<file path="src/hdl/srte_pkg.sv">
// Shared types and constants for the serial request transaction engine.
// No dependencies; imported by every module of the block.
package srte_pkg;

    localparam int BUDGET_BITS = 15;

    localparam logic [7:0] ACK_READ        = 8'h80;
    localparam logic [7:0] ACK_OK          = 8'h00;
    localparam logic [7:0] CHUNK_SIZE_INIT = 8'd16;

    // Item kinds carried in tuser
    localparam logic [2:0] OP_START_READ  = 3'd0;
    localparam logic [2:0] OP_START_WRITE = 3'd1;
    localparam logic [2:0] OP_LINE_BYTE   = 3'd2;
    localparam logic [2:0] OP_HOST_BYTE   = 3'd3;
    localparam logic [2:0] OP_TICK        = 3'd4;

    localparam logic [1:0] OUTCOME_NONE = 2'd0;
    localparam logic [1:0] OUTCOME_OK   = 2'd1;
    localparam logic [1:0] OUTCOME_FAIL = 2'd2;

    typedef enum logic [2:0] {
        PH_IDLE           = 3'd0,
        PH_WAIT_ACK       = 3'd1,
        PH_WAIT_SIZE      = 3'd2,
        PH_READ_DATA      = 3'd3,
        PH_WRITE_DATA     = 3'd4,
        PH_WAIT_CHUNK_ACK = 3'd5
    } phase_t;

    typedef struct packed {
        logic [2:0]  operation;
        logic [7:0]  request_code;
        logic [7:0]  length;
        logic [14:0] time_budget;
        logic [7:0]  payload;
    } item_t;

    typedef struct packed {
        logic       line_send;
        logic [7:0] line_byte;
        logic       host_deliver;
        logic [7:0] host_byte;
        logic       need_data;
        logic       busy_res;
        logic [1:0] outcome;
    } result_t;

endpackage

</file>
<file path="src/hdl/srte_in_reg.sv">
// Input register stage of the serial request transaction engine.
// Depends on srte_pkg for the item type.
module srte_in_reg (
    input  logic          aclk,
    input  logic          aresetn,
    input  logic          load,
    input  srte_pkg::item_t item_in,
    input  logic          pop,
    output logic          ready,
    output logic          valid,
    output srte_pkg::item_t item_out
);
    import srte_pkg::*;

    logic  valid_reg;
    item_t item_reg;

    // Free when empty or when the held item moves on this cycle
    assign ready    = !valid_reg || pop;
    assign valid    = valid_reg;
    assign item_out = item_reg;

    always_ff @(posedge aclk) begin
        if (!aresetn) begin
            valid_reg <= 1'b0;
        end else if (load && ready) begin
            valid_reg <= 1'b1;
        end else if (pop) begin
            valid_reg <= 1'b0;
        end
    end

    always_ff @(posedge aclk) begin
        if (load && ready) begin
            item_reg <= item_in;
        end
    end

endmodule

</file>
<file path="src/hdl/srte_core.sv">
// Protocol state machine and counters of the serial request transaction engine.
// Depends on srte_pkg for phases, codes and item/result types.
module srte_core (
    input  logic            aclk,
    input  logic            aresetn,
    input  logic            step,
    input  srte_pkg::item_t item,
    input  logic [7:0]      chunk_size,
    output srte_pkg::result_t result
);
    import srte_pkg::*;

    phase_t                 phase_reg, phase_next;
    logic                   is_write_reg, is_write_next;
    logic [7:0]             expected_length_reg, expected_length_next;
    logic [7:0]             bytes_left_reg, bytes_left_next;
    logic [7:0]             chunk_count_reg, chunk_count_next;
    logic [BUDGET_BITS-1:0] budget_left_reg, budget_left_next;

    logic       waiting_line;
    logic [7:0] bytes_dec;
    logic [7:0] count_inc;
    logic       chunk_full;

    assign waiting_line = (phase_reg == PH_WAIT_ACK) || (phase_reg == PH_WAIT_SIZE) ||
                          (phase_reg == PH_READ_DATA) || (phase_reg == PH_WAIT_CHUNK_ACK);
    assign bytes_dec  = bytes_left_reg - 8'd1;
    assign count_inc  = chunk_count_reg + 8'd1;
    assign chunk_full = (count_inc == chunk_size);

    // Next phase
    always_comb begin
        phase_next = phase_reg;
        unique case (item.operation) inside
            OP_START_READ, OP_START_WRITE: begin
                phase_next = PH_WAIT_ACK;
            end
            OP_LINE_BYTE: begin
                unique case (phase_reg)
                    PH_WAIT_ACK: begin
                        if (is_write_reg) begin
                            if (item.payload != ACK_OK) begin
                                phase_next = PH_IDLE;
                            end else if (bytes_left_reg == 8'd0) begin
                                phase_next = PH_IDLE;
                            end else begin
                                phase_next = PH_WRITE_DATA;
                            end
                        end else if (item.payload == ACK_READ) begin
                            phase_next = PH_WAIT_SIZE;
                        end else begin
                            phase_next = PH_IDLE;
                        end
                    end
                    PH_WAIT_SIZE: begin
                        if (item.payload != expected_length_reg) begin
                            phase_next = PH_IDLE;
                        end else if (bytes_left_reg == 8'd0) begin
                            phase_next = PH_IDLE;
                        end else begin
                            phase_next = PH_READ_DATA;
                        end
                    end
                    PH_READ_DATA: begin
                        if (bytes_dec == 8'd0) begin
                            phase_next = PH_IDLE;
                        end
                    end
                    PH_WAIT_CHUNK_ACK: begin
                        phase_next = (item.payload == ACK_OK) ? PH_WRITE_DATA : PH_IDLE;
                    end
                    default: begin
                        phase_next = phase_reg;
                    end
                endcase
            end
            OP_HOST_BYTE: begin
                if (phase_reg == PH_WRITE_DATA) begin
                    if (bytes_dec == 8'd0) begin
                        phase_next = PH_IDLE;
                    end else if (chunk_full) begin
                        phase_next = PH_WAIT_CHUNK_ACK;
                    end
                end
            end
            OP_TICK: begin
                if (waiting_line && budget_left_reg == '0) begin
                    phase_next = PH_IDLE;
                end
            end
            default: begin
                phase_next = phase_reg;
            end
        endcase
    end

    // Outputs and counters
    always_comb begin
        is_write_next        = is_write_reg;
        expected_length_next = expected_length_reg;
        bytes_left_next      = bytes_left_reg;
        chunk_count_next     = chunk_count_reg;
        budget_left_next     = budget_left_reg;
        result               = '0;
        unique case (item.operation) inside
            OP_START_READ, OP_START_WRITE: begin
                is_write_next        = (item.operation == OP_START_WRITE);
                expected_length_next = item.length;
                bytes_left_next      = item.length;
                chunk_count_next     = 8'd0;
                budget_left_next     = BUDGET_BITS'(item.time_budget);
                result.line_send     = 1'b1;
                result.line_byte     = item.request_code;
            end
            OP_LINE_BYTE: begin
                unique case (phase_reg)
                    PH_WAIT_ACK: begin
                        if (is_write_reg) begin
                            if (item.payload == ACK_OK) begin
                                result.line_send = 1'b1;
                                result.line_byte = expected_length_reg;
                                if (bytes_left_reg == 8'd0) begin
                                    result.outcome = OUTCOME_OK;
                                end
                            end else begin
                                result.outcome = OUTCOME_FAIL;
                            end
                        end else if (item.payload != ACK_READ) begin
                            result.outcome = OUTCOME_FAIL;
                        end
                    end
                    PH_WAIT_SIZE: begin
                        if (item.payload != expected_length_reg) begin
                            result.outcome = OUTCOME_FAIL;
                        end else if (bytes_left_reg == 8'd0) begin
                            result.outcome = OUTCOME_OK;
                        end
                    end
                    PH_READ_DATA: begin
                        result.host_deliver = 1'b1;
                        result.host_byte    = item.payload;
                        bytes_left_next     = bytes_dec;
                        chunk_count_next    = count_inc;
                        if (bytes_dec == 8'd0) begin
                            result.outcome = OUTCOME_OK;
                        end else if (chunk_full) begin
                            chunk_count_next = 8'd0;
                            result.line_send = 1'b1;
                            result.line_byte = ACK_OK;
                        end
                    end
                    PH_WAIT_CHUNK_ACK: begin
                        if (item.payload != ACK_OK) begin
                            result.outcome = OUTCOME_FAIL;
                        end
                    end
                    default: begin
                        result.outcome = OUTCOME_NONE;
                    end
                endcase
            end
            OP_HOST_BYTE: begin
                if (phase_reg == PH_WRITE_DATA) begin
                    result.line_send = 1'b1;
                    result.line_byte = item.payload;
                    bytes_left_next  = bytes_dec;
                    chunk_count_next = count_inc;
                    if (bytes_dec == 8'd0) begin
                        result.outcome = OUTCOME_OK;
                    end else if (chunk_full) begin
                        chunk_count_next = 8'd0;
                    end
                end
            end
            OP_TICK: begin
                if (waiting_line) begin
                    if (budget_left_reg == '0) begin
                        result.outcome = OUTCOME_FAIL;
                    end else begin
                        budget_left_next = budget_left_reg - 1'b1;
                    end
                end
            end
            default: begin
                result.outcome = OUTCOME_NONE;
            end
        endcase
        result.need_data = (phase_next == PH_WRITE_DATA);
        result.busy_res  = (phase_next != PH_IDLE);
    end

    always_ff @(posedge aclk) begin
        if (!aresetn) begin
            phase_reg           <= PH_IDLE;
            is_write_reg        <= 1'b0;
            expected_length_reg <= 8'd0;
            bytes_left_reg      <= 8'd0;
            chunk_count_reg     <= 8'd0;
            budget_left_reg     <= '0;
        end else if (step) begin
            phase_reg           <= phase_next;
            is_write_reg        <= is_write_next;
            expected_length_reg <= expected_length_next;
            bytes_left_reg      <= bytes_left_next;
            chunk_count_reg     <= chunk_count_next;
            budget_left_reg     <= budget_left_next;
        end
    end

endmodule

</file>
<file path="src/hdl/serial_request_transaction_engine.sv">
// Top level of the serial request transaction engine: stream ports, chunk size
// register, input stage, protocol core and result register.
// Depends on srte_pkg, srte_in_reg and srte_core.
//
// Usage: each slave-side transaction is one event for the requester: a start
// of a read or write (request code, length, tick budget), a byte received from
// the line, a host data byte to send, or a timer tick. s_tuser says which.
// Every accepted event yields exactly one master-side transaction carrying a
// byte to transmit on the line (if any), a byte for the host (if any), the
// need_data and busy flags, and the outcome (ok or failed on the ending event).
// The chunk size register is written over the cfg_valid/cfg_ready channel,
// which is always ready; write it only while the engine is idle.
// A result appears on m_ after its event is accepted: the event sits in the input
// register until the result register is free or being drained, and is then stored
// there. Throughput: one event per cycle while m_tready stays high, set by the
// single-pass update of the protocol state between those two registers.
// Reset (aresetn low, synchronous): phase idle, counters and budget cleared,
// chunk size back to 16, both stages empty.
// Stall: while m_tready is low the result register holds its transaction; one
// further event waits in the input register, after which s_tready drops.
module serial_request_transaction_engine (
    input  logic        aclk,
    input  logic        aresetn,
    // Event channel
    input  logic        s_tvalid,
    output logic        s_tready,
    // [7:0] request_code, [15:8] length, [30:16] time_budget, [38:31] payload, [39] unused
    input  logic [39:0] s_tdata,
    // [2:0] operation
    input  logic [2:0]  s_tuser,
    // Result channel
    output logic        m_tvalid,
    input  logic        m_tready,
    // [0] line_send, [8:1] line_byte, [9] host_deliver, [17:10] host_byte,
    // [18] need_data, [19] busy_res, [21:20] outcome, [23:22] zero
    output logic [23:0] m_tdata,
    // Chunk size register write
    input  logic        cfg_valid,
    output logic        cfg_ready,
    input  logic [7:0]  cfg_data
);
    import srte_pkg::*;

    item_t   s_item;
    item_t   held_item;
    logic    held_valid;
    logic    step;
    result_t step_result;

    logic    out_valid_reg;
    result_t out_reg;
    logic [7:0] chunk_size_reg;

    // Unpack the slave-side transaction
    assign s_item.operation    = s_tuser;
    assign s_item.request_code = s_tdata[7:0];
    assign s_item.length       = s_tdata[15:8];
    assign s_item.time_budget  = s_tdata[30:16];
    assign s_item.payload      = s_tdata[38:31];

    // Advance an event whenever the result register is free or being drained
    assign step = held_valid && (!out_valid_reg || m_tready);

    srte_in_reg u_in_reg (
        .aclk     (aclk),
        .aresetn  (aresetn),
        .load     (s_tvalid),
        .item_in  (s_item),
        .pop      (step),
        .ready    (s_tready),
        .valid    (held_valid),
        .item_out (held_item)
    );

    srte_core u_core (
        .aclk       (aclk),
        .aresetn    (aresetn),
        .step       (step),
        .item       (held_item),
        .chunk_size (chunk_size_reg),
        .result     (step_result)
    );

    // Chunk size register; the channel never stalls
    assign cfg_ready = 1'b1;

    always_ff @(posedge aclk) begin
        if (!aresetn) begin
            chunk_size_reg <= CHUNK_SIZE_INIT;
        end else if (cfg_valid && cfg_ready) begin
            chunk_size_reg <= cfg_data;
        end
    end

    // Result register: hold while stalled, drop once taken
    always_ff @(posedge aclk) begin
        if (!aresetn) begin
            out_valid_reg <= 1'b0;
        end else if (step) begin
            out_valid_reg <= 1'b1;
        end else if (m_tready) begin
            out_valid_reg <= 1'b0;
        end
    end

    always_ff @(posedge aclk) begin
        if (step) begin
            out_reg <= step_result;
        end
    end

    assign m_tvalid = out_valid_reg;
    assign m_tdata  = {2'b00,
                       out_reg.outcome,
                       out_reg.busy_res,
                       out_reg.need_data,
                       out_reg.host_byte,
                       out_reg.host_deliver,
                       out_reg.line_byte,
                       out_reg.line_send};

endmodule
</file>
<file path="config.mk">
export PLATFORM = sky130hd
export DESIGN_NAME = serial_request_transaction_engine
export DESIGN_NICKNAME = d
export VERILOG_FILES = /design/src/hdl/srte_pkg.sv /design/src/hdl/srte_in_reg.sv /design/src/hdl/srte_core.sv /design/src/hdl/serial_request_transaction_engine.sv
export SDC_FILE = /design/constraint.sdc
export NUM_CORES = 1
export LEC_CHECK = 0
export ABC_AREA = 1
export BUFFER_PORTS_ARGS = -buffer_cell sky130_fd_sc_hd__buf_2
export CORE_UTILIZATION = 60
export DETAILED_ROUTE_END_ITERATION = 12
export GPL_ROUTABILITY_DRIVEN = 0
export PLACE_DENSITY_LB_ADDON = 0.2
export RECOVER_POWER = 50
export SYNTH_ARGS = -nofsm -noshare
export SYNTH_HDL_FRONTEND = slang
export SYNTH_SLANG_ARGS = --single-unit
</file>
<file path="constraint.sdc">
create_clock -name aclk -period 5 [get_ports aclk]
set_input_delay 0.75 -clock aclk [delete_from_list [all_inputs] [get_ports aclk]]
set_output_delay 0.75 -clock aclk [all_outputs]
set_load 0.02 [all_outputs]
</file>
======== Yosys cells after proc, flatten, opt, wreduce, memory -nomap -nowiden ========
Index checks and enable logic that the tools add are counted.
word-level totals
  register bits ........................... 117
  input port bits ......................... 56
  logic and storage cells ................. 117
cells by class
  add/sub/neg operators ................... 3
  equality and inequality tests ........... 18
  multiplexer cells ....................... 49
  reductions and logical operators ........ 26
operators with widths
  cell                                                                   count
  9-bit 2-to-1 mux                                                       6
  8-bit 2-to-1 mux                                                       6
  8-bit case mux with 3 select lines                                     2
  15-bit 2-to-1 mux                                                      2
  15-bit case mux with 2 select lines                                    1
  3-bit 2-to-1 mux                                                       9
  9-bit case mux with 3 select lines                                     1
  8-bit logical NOT                                                      3
  3-bit case mux with 4 select lines                                     2
  2-bit 2-to-1 mux                                                       11
  9-bit case mux with 2 select lines                                     1
  15-bit logical NOT                                                     1
  15-bit by 1-bit subtractor with 15-bit output (second input constant)  1
  3-bit by 2-bit == test with 1-bit output (second input constant)       4
  3-bit == test (second input constant)                                  4
  8-bit by 1-bit adder with 8-bit output (second input constant)         1
  8-bit == test                                                          1
  8-bit == test (second input constant)                                  1
  8-bit != test                                                          1
  8-bit != test (second input constant)                                  1
  2-bit case mux with 4 select lines                                     1
  4-bit AND reduction                                                    2
  8-bit nonzero test                                                     1
  8-bit by 1-bit subtractor with 8-bit output (second input constant)    1
  13 further kinds                                                       32

======== Logic depth before layout (Yosys ltp) ========
  depth after elaboration ................. 8
  gate-level depth with buffers ........... 15
  gate-level depth less buffers ........... 15

======== Hierarchy ========
From an unflattened synthesis, not the netlist that was laid out.
second synthesis, totals
  cell total of the unflattened synthesis .. 648
  area, all modules ....................... 5,700.5 um2
modules (own cells, without submodules)
  module                             times used  cells each  area an instance (um2)  seq. area each (um2)
  srte_core                          1           532         3,388.2                 860.8
  srte_in_reg                        1           49          1,312.5                 1,281.2
  serial_request_transaction_engine  1           67          999.7                   840.8

======== Worst setup path before layout ========
OpenSTA, ideal clock, no wires.
  path type ............................... in2reg
  start point ............................. in m_tready
  end point ............................... reg u_in_reg.item_reg, in the netlist u_in_reg.item_out[0], enable pin
  setup time .............................. 0.396 ns
  arrival ................................. 1.936 ns
  data required time ...................... 4.604 ns
  setup slack ............................. 2.668 ns
  stages .................................. 4
  cells stage by stage .................... inv_1 -> nand3_1 -> nand2_1 -> inv_1
between the ends
  cells in the longest elaborated chain, start to end .. 4
ends and longest elaborated chain
  element                 line                                     source
  start: declaration      serial_request_transaction_engine.sv:33  input logic m_tready,
  1-bit logical OR        serial_request_transaction_engine.sv:62  assign step = held_valid && (!out_valid_reg || m_tready);
  1-bit logical AND       serial_request_transaction_engine.sv:62
  1-bit logical OR        srte_in_reg.sv:19                        assign ready = !valid_reg || pop;
  named net s_tready      serial_request_transaction_engine.sv:26  output logic s_tready,
  1-bit logical AND       srte_in_reg.sv:34                        if (load && ready) begin
  end signal: assignment  srte_in_reg.sv:35                        item_reg <= item_in;
  end: declaration        srte_in_reg.sv:16                        item_t item_reg;
The timed path passes the listed nets, and every way through them passes these cells.
A chain may end at the register's enable or synchronous reset.

======== Final worst setup path ========
  start point ............................. in m_tready
  end point ............................... reg u_in_reg.item_reg, in the netlist u_in_reg.item_out[12], enable pin
between the ends
  cells in the longest elaborated chain, start to end .. 4
ends and longest elaborated chain
  element            line
  1-bit logical OR   serial_request_transaction_engine.sv:62
  1-bit logical AND  serial_request_transaction_engine.sv:62
  1-bit logical OR   srte_in_reg.sv:19
  1-bit logical AND  srte_in_reg.sv:34
Every way passes these cells.

==> out/qor.txt <==
status: complete, but fails checks
failing checks: max-capacitance violations, max-slew violations
static leakage: 2.815 nW
GRT overflow: 0
MaxCap Viol Count: 1
final setup fails: 0
vias per cell: 5.594
Setup crit start kind: input port
number of flops mapped to enable cells by yosys: 64
critical path class: input port to flop
Hold WC Path Type: input port to flop
final critical-path share of the clock period: 53.02%
r2r setup slk: 2360 ps
wire length per cell: 14.70 microns
clk_skew: 7.980 ps
area grow syn2layout: 18.02%
DR pass1 iterations: 5
# DRC: 0
area of placed instances: 0.006107 sq mm
vias in the first global route: 4513
Sum Neg Setup Slack: 0 ps
GRT Resource Usage Total: 27.38%
die area: 0.009825 sq mm
max incr delay on CP: 1590 ps
Syn Area/Cell: 8.747 sq um
Distinct cells, synth: 42
Worst Max-Slew Pin Slew: 2264 ps
vias after detailed routing: 4766
CTS-repair resized insts: 0
Main synth FF type: edfxtp_1
Crit-path slowest cell: clkbuf_1
DRT iter0 DRCs: 310
worst reg2reg endpoint: u_in_reg.item_out[12]
pre-CTS setup slack: 1879 ps
CTS Buffer Depth: 2
CTS tree: done
first-pass GRT wire length: 20.82 mm
hold path start: s_tdata[30]
worst rel slew slack: -50.91%
clk root buf: clkbuf_8
Sink Count: 117
final std cells w/o fill: 852
Tmin final: 2651 ps
pin count of the biggest net entering global routing: 43
Num CTS Buffers: 17
Antenna diodes: 0
r2r startpoint: m_tvalid
Max VDD drop: 303.6 uV
CP Data Required Time: 5090 ps
Hold EP: u_in_reg.item_out[22]
FF-to-FF path depth: 4
Crit path arrival time: 2740 ps
final hold violation count: 0
Cells after DPL: 821
Hold Path Depth: 1
later-pin clock latency in the skew report: 520 ps
RSZ-0062 raised after global routing: false
Pwr Density: 384.0 mW/mm^2
instance count of the mapped netlist: 647
Final Util: 72.63%
slack of the critical path: 2349 ps
Core Footprint: 0.009196 sq mm
Mapped Area: 0.005659 sq mm
clock-pin slew on the worst setup and hold paths: 60 ps
Post-CTS Setup Bufs: 0
CP top delay family: buffers and inverters
initial antenna violation count: 0
sequential area share after synthesis: 52.71%
# port buffers: 78
Die H: 99.12 microns
CTS H-tree lvls: 4
flip-flop count of the largest register after layout: 42
share of layout cells above drive strength 1: 20.65%
synth warn: 0
final instance area: 0.006679 sq mm
Die X: 99.12 microns
Final Max Tran Viols: 43
Starting Density: 61.54%
io pins: 83
hold_buf cts: 0
crit path cell chain: buf_2 > inv_1 > nand3_1 > nand2_1 > inv_1 > clkbuf_1
row count: 35
asr flop ratio synth: 0%
Most Frequent Cell on Critical Path: inv_1
register bit total from synthesis: 117
Detail Placement HPWL: 8.410 mm
crit path buf inv count: 4
# nets final: 790
drt total wl: 12.52 mm
f_max: 377.2 MHz
CP endpoint kind: flop
CP Max Fanout: 42
Routed Antenna Nets: 0
==> cells by family after synthesis <==
| kind of cell | synth area share [%] |
|---|---|
| buffers and inverters | 7.075 |
| DFF | 52.71 |
| and+or+nand+nor | 23.04 |
| other | 0.1327 |
| AOI/OAI and AO/OA | 13.93 |
| xor gates and xnor gates | 2.012 |
| adders and majority gates | 1.105 |
==> cells in the mapped netlist (all sizes together) (4+ instances only) <==
cell type | n | share of area, %
a211oi | 10 | 1.3
a21oi | 43 | 4.1
a221oi | 5 | 1.3
a31oi | 7 | 0.77
buf | 8 | 1.0
clkbuf | 9 | 0.62
dfxtp | 53 | 19
edfxtp | 64 | 34
ha | 5 | 1.1
inv | 80 | 5.3
nand2 | 131 | 8.9
nand3 | 40 | 3.8
nand4 | 13 | 1.4
nor2 | 92 | 7.8
o211ai | 11 | 1.7
o21ai | 47 | 4.3
or2 | 4 | 0.44
xnor2 | 7 | 1.1
xor2 | 6 | 0.93
==> layout make-up <==
type,count,area (sq um)
multi-input combinational,432,2270
clock inverter,11,131.4
sequential,117,2983
tap,111,138.9
timing repair buffer,79,392.9
clock buffer,20,455.4
inverter,82,307.8
fill,717,2517
==> how the worst max path moves through the flow <==
stage	to	cells past startpoint	startpoint
2_1_floorplan	u_in_reg.item_out[0]	4	m_tready
3_3_place_gp	u_core.chunk_count_reg[7]	11	m_tready
3_5_place_dp	u_core.chunk_count_reg[6]	11	m_tready
4_1_cts	u_core.chunk_count_reg[3]	9	m_tvalid
5_1_grt	u_in_reg.item_out[39]	4	m_tvalid
6_report	u_in_reg.item_out[12]	6	m_tready
==> per-layer routing <==
layer	track usage, %	wire length, microns
met4	10.41	177
met3	7.941	823
met2	46.15	6139
met1	33.49	5382
met5	0	0
==> power breakdown <==
group / switching [W] / total, W / leakage [nW] / internal (W)
Sequential: 0.0000316 / 0.00110 / 1.05 / 0.00107
Clock: 0.000406 / 0.00119 / 0.285 / 0.000787
Combinational: 0.000180 / 0.000270 / 1.48 / 0.0000904
Total: 0.000618 / 0.00256 / 2.81 / 0.00195
==> through the flow <==
| stage | power (W) | hold WS (ps) |
|---|---|---|
| 2_1_floorplan | 0.001308 | 448.5 |
| 3_3_place_gp | 0.001372 | 465.1 |
| 3_5_place_dp | 0.001383 | 471.9 |
| 4_1_cts | 0.002578 | 383.1 |
| 5_1_grt | 0.002658 | 379.9 |
| 6_report | 0.002565 | 404.5 |
==> layout by cell type, fill, tap and decap left out, drive strengths merged <==
master,synthesis,final
o211ai,11,11
inv,80,80
ha,5,5
a32oi,1,1
xnor2,7,7
nor2,92,92
a211oi,10,10
clkbuf,9,22
o21ai,47,47
buf,8,77
dfxtp,53,53
clkinvlp,0,2
nand3b,2,2
o311ai,1,1
a221oi,5,5
or2,4,4
a31oi,7,7
o21bai,1,1
xor2,6,6
a21oi,43,43
bufinv,0,3
nand4,13,13
conb,2,3
nand3,40,40
nor3,3,3
nand2,131,131
edfxtp,64,64
clkinv,2,8
==> worst register-to-register path, stage by stage (launching register included) <==
cell	delay [ps]
dfxtp_1	320
nand3_1	120
nand2_1	90
inv_1	60
clkbuf_1	1590
Power figures use the tool's default switching activity.
